$ cat config.mk
export PLATFORM = sky130hd
export DESIGN_NAME = greedy_coin_change_counter
export DESIGN_NICKNAME = d
export VERILOG_FILES = /design/src/rtl/gcc_pkg.sv /design/src/rtl/gcc_cfg_regs.sv /design/src/rtl/gcc_serial_div.sv /design/src/rtl/greedy_coin_change_counter.sv
export SDC_FILE = /design/constraint.sdc
export NUM_CORES = 1
export LEC_CHECK = 0
export BUFFER_PORTS_ARGS = -buffer_cell sky130_fd_sc_hd__buf_2
export CORE_MARGIN = 3
export CORE_UTILIZATION = 55
export DETAILED_ROUTE_END_ITERATION = 10
export PLACE_DENSITY = 0.77
export RECOVER_POWER = 100
export SETUP_SLACK_MARGIN = 0.4
export SLEW_MARGIN = 20
export SYNTH_ARGS = -nofsm -noshare
export SYNTH_HDL_FRONTEND = slang
export SYNTH_HIERARCHICAL = 1
export SYNTH_SLANG_ARGS = --single-unit
$ cat constraint.sdc
create_clock -name aclk -period 3.5 [get_ports aclk]
set_input_delay 0.525 -clock aclk [delete_from_list [all_inputs] [get_ports aclk]]
set_output_delay 0.525 -clock aclk [all_outputs]
set_load 0.03 [all_outputs]
$ cat src/rtl/gcc_pkg.sv
package gcc_pkg;

    // Widths of the fixed fields and of the configuration port.
    localparam int FIELD_W       = 16;
    localparam int CFG_INDEX_W   = 3;
    localparam int CFG_DATA_W    = 16;
    localparam int COINS_USE_W   = 3;
    localparam int NUM_COIN_REGS = 4;

    // Defaults of the top-level parameters.
    localparam int DEFAULT_MAX_COINS   = 4;
    localparam int DEFAULT_AMOUNT_BITS = 16;

    // Register indexes of the configuration port.
    localparam logic [CFG_INDEX_W-1:0] REG_COINS_IN_USE = 3'd0;
    localparam logic [CFG_INDEX_W-1:0] REG_COIN_VALUE_0 = 3'd1;

    // Reset values of the registers.
    localparam logic [COINS_USE_W-1:0] COINS_IN_USE_RESET = 3'd4;
    localparam logic [FIELD_W-1:0]     COIN_VALUE_RESET   = 16'd1;

    // Control and status between the sequencer and the serial divider.
    typedef struct packed {
        logic start;
    } div_ctrl_t;

    typedef struct packed {
        logic busy;
        logic done;
    } div_stat_t;

endpackage

$ cat src/rtl/gcc_cfg_regs.sv
module gcc_cfg_regs
    import gcc_pkg::*;
#(
    parameter int MAX_COINS = DEFAULT_MAX_COINS
) (
    input  logic                   aclk,
    input  logic                   aresetn,
    input  logic                   cfg_wr_en,
    input  logic [CFG_INDEX_W-1:0] cfg_index,
    input  logic [CFG_DATA_W-1:0]  cfg_wr_data,
    output logic [COINS_USE_W-1:0] coins_in_use,
    output logic [FIELD_W-1:0]     coin_value [MAX_COINS]
);

    logic [COINS_USE_W-1:0] coins_in_use_reg;
    logic [FIELD_W-1:0]     coin_value_reg [MAX_COINS];

    // Register file. Slots without a register of their own keep the reset value,
    // and writes to unknown indexes fall through.
    always_ff @(posedge aclk) begin
        if (!aresetn) begin
            coins_in_use_reg <= COINS_IN_USE_RESET;
            for (int s = 0; s < MAX_COINS; s++) begin
                coin_value_reg[s] <= COIN_VALUE_RESET;
            end
        end else if (cfg_wr_en) begin
            if (cfg_index == REG_COINS_IN_USE) begin
                coins_in_use_reg <= cfg_wr_data[COINS_USE_W-1:0];
            end
            for (int s = 0; s < MAX_COINS; s++) begin
                if (s < NUM_COIN_REGS &&
                    cfg_index == CFG_INDEX_W'(int'(REG_COIN_VALUE_0) + s)) begin
                    coin_value_reg[s] <= cfg_wr_data[FIELD_W-1:0];
                end
            end
        end
    end

    assign coins_in_use = coins_in_use_reg;
    assign coin_value   = coin_value_reg;

endmodule

$ cat src/rtl/gcc_serial_div.sv
module gcc_serial_div
    import gcc_pkg::*;
#(
    parameter int AMOUNT_W = DEFAULT_AMOUNT_BITS
) (
    input  logic                aclk,
    input  logic                aresetn,
    input  div_ctrl_t           ctrl,
    input  logic [AMOUNT_W-1:0] dividend,
    input  logic [FIELD_W-1:0]  divisor,
    output div_stat_t           stat,
    output logic [AMOUNT_W-1:0] quotient,
    output logic [AMOUNT_W-1:0] remainder
);

    localparam int CNT_W = $clog2(AMOUNT_W);

    logic                busy_reg, busy_next;
    logic                done_reg, done_next;
    logic [CNT_W-1:0]    cnt_reg, cnt_next;
    logic [AMOUNT_W-1:0] quo_reg, quo_next;
    logic [FIELD_W-1:0]  part_reg, part_next;

    logic [FIELD_W:0]    trial;
    logic [FIELD_W:0]    diff;
    logic                fits;

    // One restoring step: bring in the next dividend bit and try the subtract.
    assign trial = {part_reg, quo_reg[AMOUNT_W-1]};
    assign diff  = trial - {1'b0, divisor};
    assign fits  = (trial >= {1'b0, divisor});

    always_comb begin
        busy_next = busy_reg;
        done_next = 1'b0;
        cnt_next  = cnt_reg;
        quo_next  = quo_reg;
        part_next = part_reg;
        if (ctrl.start) begin
            busy_next = 1'b1;
            cnt_next  = '0;
            quo_next  = dividend;
            part_next = '0;
        end else if (busy_reg) begin
            part_next = fits ? diff[FIELD_W-1:0] : trial[FIELD_W-1:0];
            quo_next  = {quo_reg[AMOUNT_W-2:0], fits};
            cnt_next  = cnt_reg + 1'b1;
            if (cnt_reg == CNT_W'(AMOUNT_W - 1)) begin
                busy_next = 1'b0;
                done_next = 1'b1;
            end
        end
    end

    // Control flags are reset; the shift registers need no reset.
    always_ff @(posedge aclk) begin
        if (!aresetn) begin
            busy_reg <= 1'b0;
            done_reg <= 1'b0;
        end else begin
            busy_reg <= busy_next;
            done_reg <= done_next;
        end
        cnt_reg  <= cnt_next;
        quo_reg  <= quo_next;
        part_reg <= part_next;
    end

    assign stat.busy = busy_reg;
    assign stat.done = done_reg;
    assign quotient  = quo_reg;
    assign remainder = part_reg[AMOUNT_W-1:0];

`ifndef NO_ASSERTIONS
    a_rem_below_divisor: assert property (@(posedge aclk) disable iff (!aresetn)
        done_reg |-> (part_reg < divisor))
        else $error("divider remainder not below divisor");

    a_done_pulse: assert property (@(posedge aclk) disable iff (!aresetn)
        done_reg |=> !done_reg)
        else $error("divider done held for more than one cycle");

    a_no_restart: assert property (@(posedge aclk) disable iff (!aresetn)
        ctrl.start |-> !busy_reg)
        else $error("divider started while busy");
`endif

endmodule

$ cat src/rtl/greedy_coin_change_counter.sv
// Channel  | Direction | Ports                                   | Word
// ---------+-----------+-----------------------------------------+---------------------------
// s_       | in        | s_valid, s_ready, s_amount              | amount to pay out
// m_       | out       | m_valid, m_ready, m_coin_count, m_leftover | coin count and leftover
// cfg_     | in        | cfg_wr_en, cfg_index, cfg_wr_data       | register write, no wait
//
// Work: one round per coin in use (U), AW = min(AMOUNT_BITS, 16); each round is a scan of the U slots
// for the largest unused value, a decide step and a serial divide of AW quotient bits, or the
// scan and decide alone when the value does not fit. Reset is synchronous, active low, and
// restores the configuration registers and the control state. A finished result waits in
// the output register while the next word is worked; that word then holds until it is free.
module greedy_coin_change_counter
    import gcc_pkg::*;
#(
    parameter int MAX_COINS   = DEFAULT_MAX_COINS,
    parameter int AMOUNT_BITS = DEFAULT_AMOUNT_BITS
) (
    input  logic                   aclk,
    input  logic                   aresetn,
    input  logic                   s_valid,
    output logic                   s_ready,
    input  logic [FIELD_W-1:0]     s_amount,
    output logic                   m_valid,
    input  logic                   m_ready,
    output logic [FIELD_W-1:0]     m_coin_count,
    output logic [FIELD_W-1:0]     m_leftover,
    input  logic                   cfg_wr_en,
    input  logic [CFG_INDEX_W-1:0] cfg_index,
    input  logic [CFG_DATA_W-1:0]  cfg_wr_data
);

    // The amount port is 16 bits, so the work never needs more than that.
    localparam int AW = (AMOUNT_BITS < FIELD_W) ? AMOUNT_BITS : FIELD_W;
    localparam int CW = $clog2(MAX_COINS + 1);
    localparam int IW = (MAX_COINS > 1) ? $clog2(MAX_COINS) : 1;

    typedef enum logic [2:0] {
        ST_IDLE,
        ST_SCAN,
        ST_DECIDE,
        ST_DIV,
        ST_FINISH
    } state_t;

    state_t                 state_reg, state_next;
    logic                   m_valid_reg, m_valid_next;
    logic [FIELD_W-1:0]     coin_count_reg, coin_count_next;
    logic [FIELD_W-1:0]     leftover_reg, leftover_next;
    logic [AW-1:0]          rem_reg, rem_next;
    logic [AW-1:0]          count_reg, count_next;
    logic [MAX_COINS-1:0]   done_mask_reg, done_mask_next;
    logic [CW-1:0]          round_reg, round_next;
    logic [CW-1:0]          scan_reg, scan_next;
    logic [IW-1:0]          best_idx_reg, best_idx_next;
    logic [FIELD_W-1:0]     best_val_reg, best_val_next;
    logic                   found_reg, found_next;

    logic [COINS_USE_W-1:0] coins_in_use;
    logic [FIELD_W-1:0]     coin_value [MAX_COINS];
    logic [CW-1:0]          used;
    logic [CW-1:0]          last_slot;
    logic [IW-1:0]          scan_idx;
    logic [FIELD_W-1:0]     scan_val;

    div_ctrl_t              div_ctrl;
    div_stat_t              div_stat;
    logic [AW-1:0]          div_quotient;
    logic [AW-1:0]          div_remainder;

    gcc_cfg_regs #(
        .MAX_COINS(MAX_COINS)
    ) u_cfg (
        .aclk        (aclk),
        .aresetn     (aresetn),
        .cfg_wr_en   (cfg_wr_en),
        .cfg_index   (cfg_index),
        .cfg_wr_data (cfg_wr_data),
        .coins_in_use(coins_in_use),
        .coin_value  (coin_value)
    );

    gcc_serial_div #(
        .AMOUNT_W(AW)
    ) u_div (
        .aclk     (aclk),
        .aresetn  (aresetn),
        .ctrl     (div_ctrl),
        .dividend (rem_reg),
        .divisor  (best_val_reg),
        .stat     (div_stat),
        .quotient (div_quotient),
        .remainder(div_remainder)
    );

    // A count above the number of slots is treated as all slots.
    assign used      = (coins_in_use > COINS_USE_W'(MAX_COINS)) ? CW'(MAX_COINS)
                                                                : CW'(coins_in_use);
    assign last_slot = used - 1'b1;
    assign scan_idx  = scan_reg[IW-1:0];
    assign scan_val  = coin_value[scan_idx];

    // Sequencer: per round, scan for the largest unused denomination, then divide by it when it fits.
    always_comb begin
        state_next      = state_reg;
        m_valid_next    = m_valid_reg;
        coin_count_next = coin_count_reg;
        leftover_next   = leftover_reg;
        rem_next        = rem_reg;
        count_next      = count_reg;
        done_mask_next  = done_mask_reg;
        round_next      = round_reg;
        scan_next       = scan_reg;
        best_idx_next   = best_idx_reg;
        best_val_next   = best_val_reg;
        found_next      = found_reg;
        div_ctrl.start  = 1'b0;

        if (m_valid_reg && m_ready) begin
            m_valid_next = 1'b0;
        end

        unique case (state_reg)
            ST_IDLE: begin
                if (s_valid) begin
                    rem_next       = s_amount[AW-1:0];
                    count_next     = '0;
                    done_mask_next = '0;
                    round_next     = '0;
                    scan_next      = '0;
                    found_next     = 1'b0;
                    state_next     = (used == '0) ? ST_FINISH : ST_SCAN;
                end
            end
            ST_SCAN: begin
                if (!done_mask_reg[scan_idx] && (!found_reg || scan_val > best_val_reg)) begin
                    best_val_next = scan_val;
                    best_idx_next = scan_idx;
                    found_next    = 1'b1;
                end
                scan_next = scan_reg + 1'b1;
                if (scan_reg == last_slot) begin
                    state_next = ST_DECIDE;
                end
            end
            ST_DECIDE: begin
                done_mask_next[best_idx_reg] = 1'b1;
                if (best_val_reg != '0 && best_val_reg <= FIELD_W'(rem_reg)) begin
                    div_ctrl.start = 1'b1;
                    state_next     = ST_DIV;
                end else begin
                    round_next = round_reg + 1'b1;
                    scan_next  = '0;
                    found_next = 1'b0;
                    state_next = (round_reg == last_slot) ? ST_FINISH : ST_SCAN;
                end
            end
            ST_DIV: begin
                if (div_stat.done) begin
                    count_next = count_reg + div_quotient;
                    rem_next   = div_remainder;
                    round_next = round_reg + 1'b1;
                    scan_next  = '0;
                    found_next = 1'b0;
                    state_next = (round_reg == last_slot) ? ST_FINISH : ST_SCAN;
                end
            end
            ST_FINISH: begin
                if (!m_valid_reg || m_ready) begin
                    m_valid_next    = 1'b1;
                    coin_count_next = FIELD_W'(count_reg);
                    leftover_next   = FIELD_W'(rem_reg);
                    state_next      = ST_IDLE;
                end
            end
            default: begin
                state_next = ST_IDLE;
            end
        endcase
    end

    // State and registered outputs; only control state is reset.
    always_ff @(posedge aclk) begin
        if (!aresetn) begin
            state_reg   <= ST_IDLE;
            m_valid_reg <= 1'b0;
        end else begin
            state_reg   <= state_next;
            m_valid_reg <= m_valid_next;
        end
        coin_count_reg <= coin_count_next;
        leftover_reg   <= leftover_next;
        rem_reg        <= rem_next;
        count_reg      <= count_next;
        done_mask_reg  <= done_mask_next;
        round_reg      <= round_next;
        scan_reg       <= scan_next;
        best_idx_reg   <= best_idx_next;
        best_val_reg   <= best_val_next;
        found_reg      <= found_next;
    end

    assign s_ready      = (state_reg == ST_IDLE);
    assign m_valid      = m_valid_reg;
    assign m_coin_count = coin_count_reg;
    assign m_leftover   = leftover_reg;

`ifndef NO_ASSERTIONS
    a_one_word_at_a_time: assert property (@(posedge aclk) disable iff (!aresetn)
        (s_valid && s_ready) |=> !s_ready)
        else $error("input taken while a word is still in work");

    a_rem_never_grows: assert property (@(posedge aclk) disable iff (!aresetn)
        (state_reg != ST_IDLE && $past(state_reg) != ST_IDLE) |-> (rem_reg <= $past(rem_reg)))
        else $error("remaining amount grew during a word");

    a_divisor_fits: assert property (@(posedge aclk) disable iff (!aresetn)
        (state_reg == ST_DIV) |-> (best_val_reg != '0 && best_val_reg <= FIELD_W'(rem_reg)))
        else $error("division started with a denomination that does not fit");
`endif

endmodule

==> run metrics, run 1 <==
arrival time of the worst setup path 3.60 ns; number of port buffers 73; antenna violations before repair 0; routed vias/inst 5.73; status finished with violations; Static Leak 4.98 nW; overflow left after global routing 0; CP Cell Sequence inv_1 -> ha_1 -> nor2b_4 -> o31ai_1 -> nand2_1 -> a221o_1 -> o21ai_4 -> clkbuf_1 -> mux2i_1 -> a211oi_1; drt total wl 23.4 mm; period utilisation layout 92.8%; max-slew violations 186; Max Clock Freq 308 MHz; CP startpoint kind flip-flop; first-pass GRT wire length 37.3 mm; failing checks capacitance limit, slew limit; Tmin final 3.25 ns; endpoints failing setup 0; Post-DP HPWL 16.4 mm; Final Hold Fails 0; max-capacitance violation count 4; max reg flops 64; vias in the first global route 7,235; DRC Markers 0; Inst Count DP 1,261; total track usage 22.3%; nets 1,169; Site Rows 50; via count 7,503; RSZ-0062 raised after global routing true; chip width 145 um; Worst Setup End Kind flip-flop; largest net degree at the start of global routing 86; post-DR wirelength/cell 17.9 um; Fin Setup TNS 0 ns; area of the mapped netlist 0.0106 mm2; Crit path max-delay family compound AO/OA/AOI/OAI gates; Crit path largest cell delay 0.51 ns; CTS tree yes; Slew @ Worst Pin 1.92 ns; relative slew slack -28.2%; layout cells sized above 1 12.9%; die area 0.0209 mm2; worst path bufs/invs 2; H-tree depth 1; Initial Utilization 56.3%; Die Height 145 um; clock slew at reported path FFs 0.07 ns; Hold Path Class in2reg; Pwr Density 706 mW/mm2; routability cong. 0.897; Num CTS Buffers 22; warnings from Yosys 6; Crit path required time 3.85 ns; Pre-antenna DRT Iters 5; final cell count without fillers 1,309; clock sinks 202; Clock Latency Late Sink 0.50 ns; syn_nets 1,088; Synth Instances 978; peak supply drop 0.403 mV; fin util 63.0%; core area 0.0188 mm2; maximum fanout along the worst path 6; number of nets still failing antenna checks after routing 0; Clock Skews 0.0184 ns; critical path class reg2reg; Antenna diodes 0; io pins 74; Layout area overhead 11.9%; Hold-fix buffers, CTS 0; CTS Buffer Depth 3; clk root buf clkbuf_16; Iter 0 DRT Violations 450; Slowest cell on crit path edfxtp_1; syn avg cell area 10.8 um2
per-stage QoR:
stage	hold WS (ns)	worst slack [ns]	total power [W]	cell area, um2
2_1_floorplan	0.431	0.442	0.00540	10600
3_3_place_gp	0.439	0.380	0.00604	11100
3_5_place_dp	0.448	0.304	0.00611	11100
4_1_cts	0.278	0.414	0.00838	11900
5_1_grt	0.294	0.161	0.00880	11800
6_report	0.291	0.251	0.00835	11800
layout make-up:
type	instances	area (um2)
Multi-Input combinational cell	664	4930
Tap cell	234	293
Timing Repair Buffer	98	510
Fill cell	1495	6950
Inverter	71	267
Clock inverter	5	30.0
Sequential cell	202	5130
Clock buffer	35	654
metal layers:
layer / up-vias / wire, um / GRT usage [%]
met3: 45 / 1070 / 2.98
li1: 3661 / - / -
met1: 3588 / 10100 / 29.3
met5: - / 0 / 0
met4: 0 / 621 / 5.99
met2: 209 / 11700 / 38.8
worst register-to-register path, stage by stage, from the launching register on:
cell and delay (ns):
edfxtp_1 0.51, inv_1 0.08, ha_1 0.31, nor2b_4 0.13, o31ai_1 0.44, nand2_1 0.23, a221o_1 0.41, o21ai_4 0.17
clkbuf_1 0.38, mux2i_1 0.34, a211oi_1 0.11
layout by cell type (no fill, tap or decap), types with 5 or more instances in the layout:
master / instances
nand2_1: 161
edfxtp_1: 109
dfxtp_1: 93
mux2i_1: 82
inv_1: 71
ha_1: 67
nor2_1: 50
clkbuf_1: 50
buf_2: 39
a21oi_1: 37
o21ai_0: 32
xnor2_1: 25
clkbuf_16: 23
mux4_2: 17
mux2_2: 17
nor2b_1: 14
nand4_1: 12
nand3_1: 11
xor2_1: 11
nor3_1: 10
buf_4: 10
a21o_1: 7
a211oi_1: 7
nand2b_1: 7
o21a_1: 7
nor4_1: 6
a31oi_1: 6
and3_1: 5
o22ai_1: 5
path summary, 6_finish.rpt:
| kind | slack (ns) | depth (start not counted) | to | startpoint |
|---|---|---|---|---|
| setup / recovery | 0.25 | 10 | u_div/remainder[9] | best_val_reg[1] |
| hold / removal | 0.29 | 3 | rem_reg[11] | s_amount[11] |
| setup reg to reg | 0.25 | 10 | u_div/remainder[9] | best_val_reg[1] |
| hold reg to reg | 0.46 | 2 | u_cfg/coin_value[9] | u_cfg/coin_value[9] |
where the power goes:
| part | internal [W] | total [W] | switching [W] |
|---|---|---|---|
| sequential | 0.00298 | 0.00332 | 0.000342 |
| clock | 0.00128 | 0.00218 | 0.000900 |
| combinational | 0.00121 | 0.00284 | 0.00163 |
| total | 0.00548 | 0.00835 | 0.00287 |
timing repair:
item	in CTS	in global routing
pin swaps	2	1
endpoints found under the hold margin	0	0
endpoints found under the setup margin	35	48
gates cloned	0	0
resized for setup	4	8
buffers inserted	4	4
(Power assumes the default switching activity.)
==> run 2, diff against run 1 <==
--- a/config.mk
+++ b/config.mk
@@ -5,11 +5,12 @@
 export SDC_FILE = /design/constraint.sdc
 export NUM_CORES = 1
 export LEC_CHECK = 0
+export ABC_AREA = 1
 export BUFFER_PORTS_ARGS = -buffer_cell sky130_fd_sc_hd__buf_2
 export CORE_MARGIN = 3
-export CORE_UTILIZATION = 55
+export CORE_UTILIZATION = 57
 export DETAILED_ROUTE_END_ITERATION = 10
-export PLACE_DENSITY = 0.77
+export PLACE_DENSITY = 0.76
 export RECOVER_POWER = 100
 export SETUP_SLACK_MARGIN = 0.4
 export SLEW_MARGIN = 20
==> constraint.sdc (replaced) <==
create_clock -name aclk -period 3.1 [get_ports aclk]
set_input_delay 0.465 -clock aclk [delete_from_list [all_inputs] [get_ports aclk]]
set_output_delay 0.465 -clock aclk [all_outputs]
set_load 0.03 [all_outputs]
==> run 2 against run 1 <==
Effect of this change:
- the flow still finishes with violations (capacitance limit, slew limit)
- total power rose by 29%
- critical path type unchanged
- die area increased by 2.3%
- critical endpoint is now best_val_reg[8]
- critical path depth is 4 higher
- first-iteration DRC count is 53% higher
- largest power group is now combinational logic
- sequential cell count is the same
==> run metrics, run 2 <==
Crit path largest cell delay 0.42 ns; clock slew at reported path FFs 0.06 ns; hold path startpoint cfg_wr_data[2]; first-pass GRT wire length 44.6 mm; syn avg cell area 7.90 um2; overflow left after global routing 0; Switch Pwr 0.00413 W; worst r2r path cells 14; routability cong. 0.930; io pins 74; CP startpoint kind flip-flop; relative slew slack -34.5%; Crit path required time 3.33 ns; peak supply drop 0.473 mV; Worst Setup End Kind flip-flop; endpoints failing setup 0; vias in the first global route 8,956; Post-DP HPWL 19.9 mm; post-DR wirelength/cell 16.0 um; antenna violations before repair 0; number of port buffers 73; Die Height 146 um; clk root buf clkbuf_16; Slowest cell on crit path edfxtp_1; H-tree depth 1; syn_nets 1,529; CTS tree yes; Clock Skews 0.0130 ns; RSZ-0062 raised after global routing true; internal power 0.00663 W; clock sinks 202; r2r setup slk 0.26 ns; arrival time of the worst setup path 3.07 ns; warnings from Yosys 6; CP Cell Sequence buf_4 -> clkinvlp_2 -> o21ai_0 -> o22ai_1 -> ha_1 -> nand4_1 -> nor2_2 -> o21ai_1 -> nand2_1 -> nand2_1 -> nand2_1 -> nand2_1 -> nor2_4 -> clkbuf_16; chip width 146 um; via count 9,685; Flop pwr share 35.2%; area of the mapped netlist 0.0112 mm2; Pwr Density 848 mW/mm2; commonest non-fill, non-tap cell in the layout nand2_1; Final Hold Fails 0; largest net degree at the start of global routing 51; RR Endpoint best_val_reg[8]; GR Layer Usage met3 3.23%; most used routing layer met2; most used cell, CP nand2_1; nets 1,617; RR Startpoint scan_reg[1]; failing checks capacitance limit, slew limit; maximum fanout along the worst path 5; Hold Path End u_cfg/coins_in_use[2]; hold path cells 3; Hold Path Class in2reg; most frequent cells in the layout nand2_1 (362), nor2_1 (208), inv_1 (167); Antenna diodes 0; layout cells sized above 1 9.52%; Max Clock Freq 352 MHz; met2 track demand over resource 44.5%; Fin Setup TNS 0 ns; switching part of the total power 38.4%; Filler cells 1,668; Initial Utilization 58.9%; number of nets still failing antenna checks after routing 0; Comb pwr share 39.9%; max-slew violations 66; Slew @ Worst Pin 2.02 ns; Crit path max-delay family simple AND/OR/NAND/NOR gates; die area 0.0214 mm2; Synth Instances 1,419; DRC Markers 0; Layout area overhead 13.2%; met1 usage 32.3%; max reg flops 64; Hold-fix buffers, CTS 0; hold slack 0.174 ns; Iter 0 DRT Violations 688; routed vias/inst 5.43; clock power share 24.9%; CTS Buffer Depth 3; core area 0.0190 mm2; Static Leak 5.83 nW; drt total wl 28.6 mm; critical path class reg2reg; Num CTS Buffers 23; total track usage 25.2%; max-capacitance violation count 2; period utilisation layout 91.6%; worst path bufs/invs 3; Pre-antenna DRT Iters 5; Site Rows 50; Tmin final 2.84 ns; status finished with violations; Clock Latency Late Sink 0.51 ns
==> run 2: worst max path at each step <==
stage / start / end / slack, ns / cells after the start
finish: scan_reg[1] / best_val_reg[8] / 0.26 / 14
global route: scan_reg[0] / best_val_reg[14] / 0.14 / 15
CTS: best_val_reg[15] / u_div/done_reg / 0.42 / 11
detailed placement: scan_reg[1] / best_val_reg[8] / 0.28 / 14
global placement: scan_reg[1] / best_val_reg[14] / 0.36 / 14
floorplan: best_val_reg[15] / u_div/quotient[0] / 0.41 / 11
==> run 2: power groups by stage <==
| stage | combinational (W) | clock [W] | sequential, W |
|---|---|---|---|
| finish | 0.00429 | 0.00268 | 0.00379 |
| global route | 0.00483 | 0.00280 | 0.00383 |
| CTS | 0.00405 | 0.00271 | 0.00377 |
| global placement | 0.00383 | 0 | 0.00381 |
| detailed placement | 0.00394 | 0 | 0.00382 |
| floorplan | 0.00309 | 0 | 0.00370 |
==> run 2: worst min-delay path, stage by stage <==
cell and delay [ns]:
buf_2 0.08, nand2_1 0.05, nand3_1 0.05
==> run 2: what timing repair did <==
action                     in CTS  in global routing
pin swaps                       1                  3
cloned                          0                  6
setup endpoints to repair      18                 56
gates resized for setup         0                 34
buffers inserted                2                  6
==> run 2: area by class of cell <==
class	instances	area (um2)	share of cell area (%)
Sequential cell	202	5130	40.5
Multi-Input combinational cell	998	5120	40.4
Timing Repair Buffer	105	671	5.28
Clock inverter	7	63.8	0.503
Clock buffer	34	691	5.44
Tap cell	260	325	2.56
Inverter	174	659	5.20
Timing Repair inverter	3	20.0	0.158
==> run 2: metrics by stage <==
stage          instances  setup WS [ns]  total power, W  utilization, %  instance area (um2)
3_5_place_dp        1728          0.283         0.00777            62.2                11800
3_3_place_gp        1728          0.361         0.00764            62.2                11800
4_1_cts             1771          0.418          0.0105            66.4                12600
5_1_grt             1783          0.136          0.0115            66.7                12700
2_1_floorplan       1419          0.410         0.00680               -                11200
6_report            1783          0.260          0.0108            66.7                12700
==> run 2: per-layer routing <==
layer | vias to the layer above | wire length (um)
met5 | - | 0
met4 | 0 | 857
met3 | 59 | 1740
met2 | 364 | 14100
met1 | 4463 | 11900
li1 | 4799 | -
==> run 3, diff against run 2 <==
--- a/config.mk
+++ b/config.mk
@@ -8,7 +8,7 @@
 export ABC_AREA = 1
 export BUFFER_PORTS_ARGS = -buffer_cell sky130_fd_sc_hd__buf_2
 export CORE_MARGIN = 3
-export CORE_UTILIZATION = 57
+export CORE_UTILIZATION = 55
 export DETAILED_ROUTE_END_ITERATION = 10
 export PLACE_DENSITY = 0.76
 export RECOVER_POWER = 100
==> constraint.sdc (replaced) <==
create_clock -name aclk -period 2.6 [get_ports aclk]
set_input_delay 0.39 -clock aclk [delete_from_list [all_inputs] [get_ports aclk]]
set_output_delay 0.39 -clock aclk [all_outputs]
set_load 0.03 [all_outputs]
==> run 3 against run 2 <==
Effect of this change:
- the run ends with setup timing left
- via count increased by 9.5%
- die area increased by 3.5%
- cell area increased by 13%
- routed wire length increased by 20%
- global-route usage increased by 1.9 points
==> run metrics, run 3 (synthesis results as in run 2) <==
max-capacitance violation count 0; H-tree depth 1; vias in the first global route 9,736; switching part of the total power 41.1%; Antenna diodes 0; clock sinks 202; Crit path required time 2.83 ns; critical path class reg2reg; arrival time of the worst setup path 2.98 ns; failing checks setup timing; drt total wl 34.3 mm; core area 0.0197 mm2; chip width 149 um; Comb pwr share 48.9%; CTS tree yes; commonest non-fill, non-tap cell in the layout nand2_1; routability cong. 0.967; Inst Count DP 1,759; Die Height 149 um; clock power share 21.3%; CP startpoint kind flip-flop; Initial Utilization 56.8%; via count 10,606; Slew @ Worst Pin 1.39 ns; Hold Path Class in2reg; antenna violations before repair 0; Clock Skews 0.0118 ns; placed instance area 0.0121 mm2; Pwr Density 1050 mW/mm2; Clock Latency Late Sink 0.52 ns; layout cells sized above 1 25.7%; Num CTS Buffers 23; number of port buffers 73; Max Clock Freq 364 MHz; Iter 0 DRT Violations 1,245; Power Total 0.0151 W; status finished with violations; nets 1,684; period utilisation layout 106%; CTS Buffer Depth 3; peak supply drop 0.776 mV; uppermost layer routed met4; Worst Setup End Kind flip-flop; overflow left after global routing 0; io pins 74; number of nets still failing antenna checks after routing 0; Tmin final 2.75 ns; total track usage 27.1%; internal power 0.00887 W; post-layout worst setup margin -0.151 ns; final cell count without fillers 1,856; clock slew at reported path FFs 0.06 ns; relative slew slack 6.75%; endpoints failing setup 19; DRC Markers 0; Post-DP HPWL 20.3 mm; wire length on met2 16.5 mm; Flop pwr share 29.8%; first-pass GRT wire length 48.3 mm; DR WL met3 3.35 mm; post-DR wirelength/cell 18.5 um; Final Cell Area 0.0143 mm2; Post-Place Setup Slack -0.210 ns; Layout area overhead 28.0%; Static Leak 6.46 nW; most frequent cells in the layout nand2_1 (314), nor2_1 (184), inv_1 (155); RSZ-0062 raised after global routing true; clk root buf clkbuf_16; routed vias/inst 5.71; Metal-1 WL 12.6 mm; Final Hold Fails 0; die area 0.0221 mm2; max reg flops 64; max-slew violations 0; hold slack 0.104 ns; largest net degree at the start of global routing 51; maximum fanout along the worst path 6; Site Rows 51; Pre-antenna DRT Iters 8; Switch Pwr 0.00619 W
[run 3: cell types whose count changed in the layout (fill, tap and decap cells not counted), moves of 14 or more]
cell	before	now
nor2_1	208	184
o21ai_0	53	17
buf_2	36	71
o21ai_2	2	24
clkbuf_1	44	18
nand2_1	362	314
a21oi_1	64	50
nand2_4	1	19
nand2_2	7	39
ha_1	67	52
buf_4	17	52
nor2_2	7	23
[run 3: path summary, 6_finish.rpt]
check / to / depth (start not counted) / start / slack, ns
worst max register to register: best_val_reg[1] / 14 / scan_reg[0] / -0.15
worst max-delay path: best_val_reg[1] / 14 / scan_reg[0] / -0.15
worst min register to register: m_coin_count[4] / 0 / count_reg[4] / 0.46
worst min-delay path: u_cfg/coins_in_use[2] / 3 / cfg_wr_data[2] / 0.10
[run 3: final cells by class]
type | count | area (um2)
tap | 265 | 332
fill | 1436 | 5370
multi-input combinational | 1001 | 6020
inverter | 174 | 723
timing repair buffer | 165 | 1310
timing repair inverter | 7 | 98.8
clock buffer | 33 | 633
sequential | 202 | 5130
clock inverter | 9 | 101
[run 3: critical path, stage by stage (launching register included)]
cell       delay [ns]
edfxtp_1         0.42
buf_12           0.19
buf_12           0.16
o21ai_2          0.19
o22ai_4          0.11
ha_2             0.32
nand4_1          0.16
nor2_4           0.16
o21ai_2          0.07
nand2_1          0.09
nand2_2          0.06
nand2_2          0.08
nand2_4          0.06
nor2_4           0.20
clkbuf_16        0.19
[run 3: what timing repair did]
action | CTS | global route
setup buffers | 18 | 20
endpoints found under the setup margin | 76 | 81
pin swaps | 8 | 41
resized for setup | 64 | 210
gates cloned | 4 | 13
hold buffers | 0 | 0
[run 3: power groups by stage]
stage	Sequential [W]	Combinational [W]	Clock [W]
floorplan	0.00441	0.00382	0
global placement	0.00448	0.00495	0
detailed placement	0.00450	0.00506	0
CTS	0.00442	0.00581	0.00324
global route	0.00454	0.00791	0.00334
finish	0.00449	0.00736	0.00322
[run 3: metrics by stage]
step	util [%]	setup TNS [ns]
6_report	72.8	-2.56
3_5_place_dp	61.1	-3.81
3_3_place_gp	61.1	-3.23
4_1_cts	67.2	0
2_1_floorplan	-	0
5_1_grt	72.8	-4.65
[run 3: metal layers]
metal,global-route usage [%],vias up
met3,3.59,138
met4,9.89,0
met5,0,-
met1,34.9,4851
li1,-,4947
met2,47.0,670
